--- src/hdl/lpat_pkg.sv ---
`default_nettype none
package lpat_pkg;

    // field widths
    localparam int OP_W     = 2;
    localparam int TIME_W   = 32;
    localparam int HOLD_W   = 8;
    localparam int CODE_W   = 2;

    // milliseconds per second and the press threshold in milliseconds
    localparam int MS_PER_SECOND = 1000;
    localparam int THRESH_W      = HOLD_W + $clog2(MS_PER_SECOND);
    localparam logic [HOLD_W-1:0] HOLD_RESET = HOLD_W'(3);

    // operation codes
    localparam logic [OP_W-1:0] OP_SAMPLE = OP_W'(0);
    localparam logic [OP_W-1:0] OP_POLL   = OP_W'(1);
    localparam logic [OP_W-1:0] OP_CLEAR  = OP_W'(2);

    // poll result codes
    localparam logic [CODE_W-1:0] CODE_NONE      = CODE_W'(0);
    localparam logic [CODE_W-1:0] CODE_PRIMARY   = CODE_W'(1);
    localparam logic [CODE_W-1:0] CODE_SECONDARY = CODE_W'(2);

    // request from the top level to one press tracker
    typedef struct packed {
        logic enable;
        logic pressed;
    } track_req_t;

    // hold seconds to threshold in milliseconds
    function automatic logic [THRESH_W-1:0] hold_to_thresh(input logic [HOLD_W-1:0] hold);
        logic [THRESH_W-1:0] product;
        begin
            product = THRESH_W'(hold) * THRESH_W'(MS_PER_SECOND);
            return product;
        end
    endfunction

endpackage
`default_nettype wire

--- src/hdl/lpat_if.sv ---
`default_nettype none
interface lpat_in_if;
    logic                          valid;
    logic                          ready;
    logic [lpat_pkg::OP_W-1:0]     operation;
    logic                          primary_pressed;
    logic                          secondary_pressed;
    logic [lpat_pkg::TIME_W-1:0]   now_ms;

    modport source (output valid, output operation, output primary_pressed,
                    output secondary_pressed, output now_ms, input ready);
    modport sink   (input valid, input operation, input primary_pressed,
                    input secondary_pressed, input now_ms, output ready);
endinterface

interface lpat_out_if;
    logic                          valid;
    logic                          ready;
    logic                          primary_alert;
    logic                          secondary_alert;
    logic                          primary_changed;
    logic                          secondary_changed;
    logic [lpat_pkg::CODE_W-1:0]   event_code;

    modport source (output valid, output primary_alert, output secondary_alert,
                    output primary_changed, output secondary_changed,
                    output event_code, input ready);
    modport sink   (input valid, input primary_alert, input secondary_alert,
                    input primary_changed, input secondary_changed,
                    input event_code, output ready);
endinterface
`default_nettype wire

--- src/hdl/lpat_tracker.sv ---
`default_nettype none
module lpat_tracker (
    input  wire logic                           clk,
    input  wire logic                           rst_n,
    input  wire lpat_pkg::track_req_t           req,
    input  wire logic [lpat_pkg::TIME_W-1:0]    now_ms,
    input  wire logic [lpat_pkg::THRESH_W-1:0]  thresh,
    output logic                                toggle
);
    import lpat_pkg::*;

    logic              held_reg;
    logic              held_next;
    logic [TIME_W-1:0] start_reg;
    logic [TIME_W-1:0] elapsed;
    logic              press_begin;
    logic              press_end;

    // press edges against the held state
    assign press_begin = req.enable && req.pressed && !held_reg;
    assign press_end   = req.enable && !req.pressed && held_reg;

    // elapsed time wraps with the free-running clock
    assign elapsed = now_ms - start_reg;
    assign toggle  = press_end && (elapsed >= TIME_W'(thresh));

    always_comb
    begin
        held_next = held_reg;
        if (press_begin)
        begin
            held_next = 1'b1;
        end
        else if (press_end)
        begin
            held_next = 1'b0;
        end
    end

    // held state
    always_ff @(posedge clk or negedge rst_n)
    begin
        if (!rst_n)
        begin
            held_reg <= 1'b0;
        end
        else
        begin
            held_reg <= held_next;
        end
    end

    // press start time
    always_ff @(posedge clk)
    begin
        if (press_begin)
        begin
            start_reg <= now_ms;
        end
    end

endmodule
`default_nettype wire

--- src/hdl/long_press_alert_toggle_unit.sv ---
`default_nettype none
// path: an accepted request item goes into the request register, then its report into the report register
// throughput: one item per cycle while each report is taken, set by the tracker update and flag logic
// the request register takes one more item while a report waits in the output register,
// then the request side stalls until the report is taken
// reset: asynchronous, active low; clears pipeline valids, press trackers and alert flags,
// and sets the hold time to 3 seconds
module long_press_alert_toggle_unit (
    input  wire logic                         clk,
    input  wire logic                         rst_n,
    lpat_in_if.sink                           request,
    lpat_out_if.source                        report,
    input  wire logic                         cfg_we,
    input  wire logic [lpat_pkg::HOLD_W-1:0]  cfg_wdata
);
    import lpat_pkg::*;

    logic [THRESH_W-1:0] thresh_reg;

    logic              s1_valid_reg;
    logic [OP_W-1:0]   s1_op_reg;
    logic              s1_pp_reg;
    logic              s1_sp_reg;
    logic [TIME_W-1:0] s1_now_reg;

    logic              out_valid_reg;
    logic              out_pa_reg;
    logic              out_sa_reg;
    logic              out_pc_reg;
    logic              out_sc_reg;
    logic [CODE_W-1:0] out_code_reg;

    logic              pflag_reg;
    logic              pflag_next;
    logic              sflag_reg;
    logic              sflag_next;
    logic [CODE_W-1:0] code_next;

    logic       out_free;
    logic       s1_adv;
    logic       take;
    logic       is_sample;
    track_req_t p_req;
    track_req_t s_req;
    logic       p_toggle;
    logic       s_toggle;

    // handshake
    assign out_free      = !out_valid_reg || report.ready;
    assign s1_adv        = s1_valid_reg && out_free;
    assign request.ready = !s1_valid_reg || out_free;
    assign take          = request.valid && request.ready;

    // hold threshold in milliseconds, worked out at write time
    always_ff @(posedge clk or negedge rst_n)
    begin
        if (!rst_n)
        begin
            thresh_reg <= hold_to_thresh(HOLD_RESET);
        end
        else if (cfg_we)
        begin
            thresh_reg <= hold_to_thresh(cfg_wdata);
        end
    end

    // request register
    always_ff @(posedge clk or negedge rst_n)
    begin
        if (!rst_n)
        begin
            s1_valid_reg <= 1'b0;
        end
        else if (take)
        begin
            s1_valid_reg <= 1'b1;
        end
        else if (s1_adv)
        begin
            s1_valid_reg <= 1'b0;
        end
    end

    always_ff @(posedge clk)
    begin
        if (take)
        begin
            s1_op_reg  <= request.operation;
            s1_pp_reg  <= request.primary_pressed;
            s1_sp_reg  <= request.secondary_pressed;
            s1_now_reg <= request.now_ms;
        end
    end

    // press trackers
    assign is_sample     = s1_adv && (s1_op_reg == OP_SAMPLE);
    assign p_req.enable  = is_sample;
    assign p_req.pressed = s1_pp_reg;
    assign s_req.enable  = is_sample;
    assign s_req.pressed = s1_sp_reg;

    lpat_tracker u_primary (
        .clk    (clk),
        .rst_n  (rst_n),
        .req    (p_req),
        .now_ms (s1_now_reg),
        .thresh (thresh_reg),
        .toggle (p_toggle)
    );

    lpat_tracker u_secondary (
        .clk    (clk),
        .rst_n  (rst_n),
        .req    (s_req),
        .now_ms (s1_now_reg),
        .thresh (thresh_reg),
        .toggle (s_toggle)
    );

    // alert flags and poll result
    always_comb
    begin
        pflag_next = pflag_reg;
        sflag_next = sflag_reg;
        code_next  = CODE_NONE;
        unique case (s1_op_reg)
            OP_SAMPLE:
            begin
                pflag_next = pflag_reg ^ p_toggle;
                sflag_next = sflag_reg ^ s_toggle;
            end
            OP_POLL:
            begin
                if (pflag_reg)
                begin
                    pflag_next = 1'b0;
                    code_next  = CODE_PRIMARY;
                end
                else if (sflag_reg)
                begin
                    sflag_next = 1'b0;
                    code_next  = CODE_SECONDARY;
                end
            end
            OP_CLEAR:
            begin
                pflag_next = 1'b0;
                sflag_next = 1'b0;
            end
            default:
            begin
                pflag_next = pflag_reg;
                sflag_next = sflag_reg;
            end
        endcase
    end

    always_ff @(posedge clk or negedge rst_n)
    begin
        if (!rst_n)
        begin
            pflag_reg <= 1'b0;
            sflag_reg <= 1'b0;
        end
        else if (s1_adv)
        begin
            pflag_reg <= pflag_next;
            sflag_reg <= sflag_next;
        end
    end

    // report register
    always_ff @(posedge clk or negedge rst_n)
    begin
        if (!rst_n)
        begin
            out_valid_reg <= 1'b0;
        end
        else if (s1_adv)
        begin
            out_valid_reg <= 1'b1;
        end
        else if (report.ready)
        begin
            out_valid_reg <= 1'b0;
        end
    end

    always_ff @(posedge clk)
    begin
        if (s1_adv)
        begin
            out_pa_reg   <= pflag_next;
            out_sa_reg   <= sflag_next;
            out_pc_reg   <= is_sample && p_toggle;
            out_sc_reg   <= is_sample && s_toggle;
            out_code_reg <= code_next;
        end
    end

    assign report.valid             = out_valid_reg;
    assign report.primary_alert     = out_pa_reg;
    assign report.secondary_alert   = out_sa_reg;
    assign report.primary_changed   = out_pc_reg;
    assign report.secondary_changed = out_sc_reg;
    assign report.event_code        = out_code_reg;

    // checks
    a_no_change_off_sample: assert property (@(posedge clk) disable iff (!rst_n)
        s1_adv && (s1_op_reg != OP_SAMPLE) |=> !out_pc_reg && !out_sc_reg)
        else $error("change pulse on an item that is not a sample");

    a_clear_all: assert property (@(posedge clk) disable iff (!rst_n)
        s1_adv && (s1_op_reg == OP_CLEAR) |=> !pflag_reg && !sflag_reg)
        else $error("clear left an alert set");

    a_poll_primary_first: assert property (@(posedge clk) disable iff (!rst_n)
        s1_adv && (s1_op_reg == OP_POLL) && pflag_reg
        |=> !pflag_reg && $stable(sflag_reg) && (out_code_reg == CODE_PRIMARY))
        else $error("poll did not take the primary alert alone");

    a_report_mirrors_flags: assert property (@(posedge clk) disable iff (!rst_n)
        out_valid_reg |-> (out_pa_reg == pflag_reg) && (out_sa_reg == sflag_reg))
        else $error("waiting report differs from the alert flags");

endmodule
`default_nettype wire
--- src/flat_wrapper.sv ---
// flat-port wrapper written by rule: the top's interface ports become plain ports
module long_press_alert_toggle_unit_flat import lpat_pkg::*;
  (clk, rst_n, cfg_we, cfg_wdata, request_valid, request_operation, request_primary_pressed, request_secondary_pressed, request_now_ms, request_ready, report_valid, report_primary_alert, report_secondary_alert, report_primary_changed, report_secondary_changed, report_event_code, report_ready);
  lpat_in_if request_i ();
  lpat_out_if report_i ();
  input  wire logic clk;
  input  wire logic rst_n;
  input  wire logic cfg_we;
  input  wire logic [lpat_pkg::HOLD_W-1:0] cfg_wdata;
  input wire logic [$bits(request_i.valid)-1:0] request_valid;
  input wire logic [$bits(request_i.operation)-1:0] request_operation;
  input wire logic [$bits(request_i.primary_pressed)-1:0] request_primary_pressed;
  input wire logic [$bits(request_i.secondary_pressed)-1:0] request_secondary_pressed;
  input wire logic [$bits(request_i.now_ms)-1:0] request_now_ms;
  output wire logic [$bits(request_i.ready)-1:0] request_ready;
  output wire logic [$bits(report_i.valid)-1:0] report_valid;
  output wire logic [$bits(report_i.primary_alert)-1:0] report_primary_alert;
  output wire logic [$bits(report_i.secondary_alert)-1:0] report_secondary_alert;
  output wire logic [$bits(report_i.primary_changed)-1:0] report_primary_changed;
  output wire logic [$bits(report_i.secondary_changed)-1:0] report_secondary_changed;
  output wire logic [$bits(report_i.event_code)-1:0] report_event_code;
  input wire logic [$bits(report_i.ready)-1:0] report_ready;
  assign request_i.valid = request_valid;
  assign request_i.operation = request_operation;
  assign request_i.primary_pressed = request_primary_pressed;
  assign request_i.secondary_pressed = request_secondary_pressed;
  assign request_i.now_ms = request_now_ms;
  assign request_ready = request_i.ready;
  assign report_valid = report_i.valid;
  assign report_primary_alert = report_i.primary_alert;
  assign report_secondary_alert = report_i.secondary_alert;
  assign report_primary_changed = report_i.primary_changed;
  assign report_secondary_changed = report_i.secondary_changed;
  assign report_event_code = report_i.event_code;
  assign report_i.ready = report_ready;
  long_press_alert_toggle_unit u_core (.clk(clk), .rst_n(rst_n), .request(request_i), .report(report_i), .cfg_we(cfg_we), .cfg_wdata(cfg_wdata));
endmodule
--- config.mk ---
export PLATFORM = sky130hd
export DESIGN_NAME = long_press_alert_toggle_unit_flat
export DESIGN_NICKNAME = d
export VERILOG_FILES = /design/src/hdl/lpat_pkg.sv /design/src/hdl/lpat_if.sv /design/src/hdl/lpat_tracker.sv /design/src/hdl/long_press_alert_toggle_unit.sv /design/src/flat_wrapper.sv
export SDC_FILE = /design/constraint.sdc
export NUM_CORES = 1
export LEC_CHECK = 0
export BUFFER_PORTS_ARGS = -buffer_cell sky130_fd_sc_hd__buf_2
export CORE_ASPECT_RATIO = 0.9
export CORE_MARGIN = 2
export CORE_UTILIZATION = 60
export DETAILED_ROUTE_END_ITERATION = 8
export PLACE_DENSITY = 0.77
export SETUP_SLACK_MARGIN = 0.5
export SLEW_MARGIN = 10
export SYNTH_ARGS = -nofsm -noshare
export SYNTH_HDL_FRONTEND = slang
export SYNTH_SLANG_ARGS = --single-unit
--- constraint.sdc ---
create_clock -name clk -period 8.1 [get_ports clk]
set_input_delay 1.62 -clock clk [delete_from_list [all_inputs] [get_ports clk]]
set_output_delay 1.62 -clock clk [all_outputs]
set_load 0.02 [all_outputs]
[Yosys cells after proc, flatten, opt, wreduce, memory -nomap -nowiden]
Cells that the tools add are included.
Storage, ports and cells
  logic and storage cells: 72
  input bits: 49
  register bits: 127
  ROM bits: 0
  memories: 0
  output and inout bits: 8
  latch bits: 0
  memory bits (writable): 0
Operators by class
  shift-type cells: 0
  div/mod/pow operators: 0
  multipliers: 1
  reductions and logical operators: 30
  $lt $le $gt $ge: 2
  mux-type cells: 13
  equality and inequality tests: 2
  $add $sub $neg: 2
  bitwise logic cells: 3
Operators with widths (count)
  32-bit by 18-bit >= comparator with 1-bit output: 2
  32-bit subtractor: 2
  1-bit logical AND: 15
  8-bit by 7-bit multiplier with 15-bit output, second input constant: 1
  1-bit two-way mux: 10
  2-bit nonzero test: 4
  1-bit logical NOT: 6
  2-bit OR reduction: 2
  1-bit one-hot mux with 3 select lines: 1
  2-bit by 1-bit equality test with 1-bit output, second input constant: 1
  2-bit equality test, second input constant: 1
  2-bit logical NOT: 1
  1-bit logical OR: 2
  2-bit two-way mux: 1
  1-bit one-hot mux with 2 select lines: 1
  1-bit bitwise XOR: 2
  1-bit NOT: 1

[Longest topological paths before layout]
  depth in word-level cells: 9
  gate-level depth with buffers: 21
  depth with buffers taken out: 21

[By module]
A second synthesis with hierarchy kept.
Unflattened totals
  cell total of the unflattened synthesis: 1010
  area total of the unflattened synthesis: 10070.9 um^2
By module, submodules not included
  lpat_tracker: instances 2, cells an instance 377, area each 3305.7 um^2
  long_press_alert_toggle_unit: instances 1, cells an instance 256, area each 3459.6 um^2

[Worst setup path before layout]
No wires, ideal clock.
  path type: in2reg
  start: input port cfg_wdata[0] in the netlist's numbering
  end: register u_core.thresh_reg[17]
  required time: 7.968 ns
  stages: 16
  slack: 2.710 ns
  library setup time: 0.132 ns
  path buffers: 0
  data arrival time: 5.258 ns
  cells stage by stage: fa_1 > inv_1 > fa_1 > fa_1 > inv_1 > fa_1 > ha_1 > a21o_1 > a21oi_1 > nor2b_1 > o21ai_0 > a21oi_1 > o41ai_1 > xnor2_1 > nand2_1 > o21ai_0
On the way
  longest elaborated chain between the ends: 1
RTL lines
  from (decl): RTL line flat_wrapper.sv:9  | input wire logic [lpat_pkg::HOLD_W-1:0] cfg_wdata;
  8-bit by 7-bit multiplier with 15-bit output: RTL line lpat_pkg.sv:35  | product = THRESH_W'(hold) * THRESH_W'(MS_PER_SECOND);
  to (signal assigned): RTL line long_press_alert_toggle_unit.sv:59  | thresh_reg <= hold_to_thresh(HOLD_RESET);
  to (signal assigned): RTL line long_press_alert_toggle_unit.sv:63  | thresh_reg <= hold_to_thresh(cfg_wdata);
  to (decl): RTL line long_press_alert_toggle_unit.sv:18  | logic [THRESH_W-1:0] thresh_reg;
No other way between the ends.
A chain may end at the register's enable or synchronous reset.

[Final worst setup path]
Same ends and word-level chain as after synthesis.

==> results_dict.tcl <==
set metrics [dict create \
    grt_pass1_vias 7229 \
    core_sq_um 16100 \
    seq_power_share 0.343 \
    synth_edf_count 106 \
    crit_cells 17 \
    min_period_ps 5380 \
    tritoncts "built" \
    clockRootBuffer "clkbuf_16" \
    report.final.slew_viol_count 0 \
    sw_frac_of_total 0.337 \
    avgSynthCellArea_sq_um 9.84 \
    vias 7562 \
    drtIter0Drc 615 \
    cts-resized-gates 0 \
    status "finished, final reports clean" \
    synth_cell_type_count 66 \
    synth-main-ff-cell "edfxtp_1" \
    path_clk_slew_ps 60 \
    syn-num-nets 1200 \
    clk_path_buf_depth 2 \
    r2r_cells 21 \
    ant_nets 0 \
    antenna_found_initial 0 \
    r2r_end "u_core.report.primary_alert" \
    place_ws_ps 2310 \
    cts_num_sinks 127 \
    cpMostUsedCell "fa_1" \
    cp_slowest_cell "fa_1" \
    crit_path_start_kind "input port" \
    fp.dieH_microns 125 \
    criticalPathCategory "in -> reg" \
    dieArea_sq_um 17400 \
    drive_above_1_share 0.104 \
    critPathMaxStageDelay_ps 580 \
    clkPwrFrac 0.316 \
    yosysTopAreaCellShare 0.324 \
    power.leakage_nw 4.79 \
    cp.required_ps 8380 \
    gp_congestion 0.919 \
    post-dp-hpwl_microns 16400 \
    cts_hold_buf 0 \
    finalSetupViolCount 0 \
    holdCritPathClass "reg -> reg" \
    fin_util 0.679 \
    cp.buffers_inverters 3 \
    rrSetupSlack_ps 3050 \
    setup_slack_ps 2720 \
    ios 57 \
    cts_buffers 17 \
    via_per_inst 5.90 \
    synth_largest_area_cell "edfxtp_1" \
    port_buffers 56 \
    rows 44 \
    synth_most_common_cell "ha_1" \
    regArea_sq_um 3720 \
    overflow 0 \
    dpl_cell_area_sq_um 10300 \
    multi_input_area_sq_um 5620 \
    fp.dieW_microns 139 \
    initial_core_util 0.611 \
    fmax_mhz 186 \
    nFillCells 1249 \
    fin_skew_ps 19.8 \
    r2r_start "u_core.s1_now_reg[0]" \
    cp-startpoint "cfg_wdata[0]" \
    area_delta_synth_final_pct 11.2 \
    drv_cap 0 \
    n_antenna_cell 0 \
    p_int_w 0.00159 \
    seq_area_frac_synth 0.379 \
    cp.arrival_ps 5660 \
    relSlewSlack 0.353 \
    switching_power_w 0.000810 \
    cp-endpoint "u_core.thresh_reg[17]" \
    async_flop_share 0.165 \
    post-cts-setup-buffer-count 0 \
    wl_per_cell_microns 16.4 \
    crit_family "adder cells" \
    hold_viol 0 \
    total_power_w 0.00240 \
    grt_pass1_wl_microns 34800 \
    critical_path.cell_chain "buf_2, fa_1, inv_1, fa_1, fa_1, inv_1, fa_1, ha_1, a21o_1, a21oi_1, nor2b_1, o21ai_0, a21oi_1, o41ai_1, xnor2_1, nand2_1, o21ai_0" \
    peakVddDrop_uv 176 \
    power_density_nw_per_um2 220 \
    tightest_slew_ps 966 \
    route.detailed.drc 0 \
    routed_wl_microns 21100 \
    synth_area_leaders "edfxtp_1, ha_1, fa_1, a21oi_1, inv_1" \
    synth_common_cells "ha_1, inv_1, edfxtp_1" \
    yosysWarnings 0 \
    ys_seq_elements 127 \
    rsz0062_at_grt "false" \
    drt-pass1-iter-count 5 \
    setup-tns-final_ps 0 \
    grt_max_degree 37 \
    syn_area_sq_um 9820 \
    finalCritPeriodShare 0.664 \
    path_max_fanout 5 \
    end_kind "flop" \
    design_area_sq_um 10900 \
    htreeDepth 4 \
    insertion_delay_ps 420 \
    synth_cells 998 \
    grt_util_all_layers 0.249 \
    fin_nets 1263 \
    comb_power_share 0.341 \
]
==> worst min-delay path by stage <==
stage                    startpoint                         endpoint  slack (ps)  cells after the start
6_report       u_core.s1_now_reg[0]    u_core.u_primary.start_reg[0]         480                      0
5_1_grt        u_core.s1_now_reg[0]  u_core.u_secondary.start_reg[0]         520                      0
4_1_cts        u_core.s1_now_reg[0]    u_core.u_primary.start_reg[0]         480                      0
3_5_place_dp   u_core.s1_now_reg[0]    u_core.u_primary.start_reg[0]         460                      0
3_3_place_gp   u_core.s1_now_reg[0]    u_core.u_primary.start_reg[0]         460                      0
2_1_floorplan  u_core.s1_now_reg[0]    u_core.u_primary.start_reg[0]         450                      0
==> metal layers <==
layer  up-vias  routed length [microns]  global-route usage
li1       3736                        -                   -
met5         -                        0                   0
met3        23                     1250              0.0421
met2       241                     9370               0.387
met1      3562                    10200               0.366
met4         0                      260              0.0630
==> placed cells by master, fill, tap and decap left out, types with 4 or more instances in the layout <==
master and instances:
xnor2_1 43, dfstp_2 7, nand4_1 16, inv_1 116, o21ai_0 57, nand3_1 15
a2111oi_0 4, and3_1 7, o211ai_1 6, a211oi_1 10, a21oi_1 91, edfxtp_1 106
o2111ai_1 7, nand2_1 90, nand2b_1 13, or3_1 5, nor2b_1 15, o21a_1 14
o21ai_1 4, fa_1 24, dfrtp_1 14, mux2_2 4, a21o_1 24, a31oi_1 5
o21bai_1 8, nor3_1 21, xor2_1 15, buf_2 56, a21boi_0 4, clkbuf_16 17
nor2_1 49, inv_6 4, ha_1 129, nand4b_1 4, and4_1 4
==> kinds of logic after synthesis <==
group,synth area share
flops,0.379
simple gates,0.132
buf+inv,0.0501
mux,0.00879
fa+ha+maj,0.213
compound gates,0.166
xor+xnor,0.0517
==> power groups by stage <==
stage	combinational, W	clock, W	sequential [W]
finish	0.000821	0.000759	0.000824
global route	0.000939	0.000802	0.000831
CTS	0.000820	0.000772	0.000823
detailed placement	0.000813	0	0.000835
global placement	0.000790	0	0.000833
floorplan	0.000625	0	0.000823
==> cell type report <==
type	count	area share
flip-flops and latches	127	0.340
clock inverters	14	0.0144
inverters	116	0.0399
multi-input cells	740	0.515
clock buffers	18	0.0393
repair buffers	59	0.0277
well taps	207	0.0237
==> stage by stage <==
stage / std cells / hold WS, ps
2_1_floorplan: 998 / 445
3_3_place_gp: 1249 / 464
3_5_place_dp: 1249 / 465
4_1_cts: 1281 / 479
5_1_grt: 1281 / 518
6_report: 1281 / 478
Power figures use the tool's default switching activity.
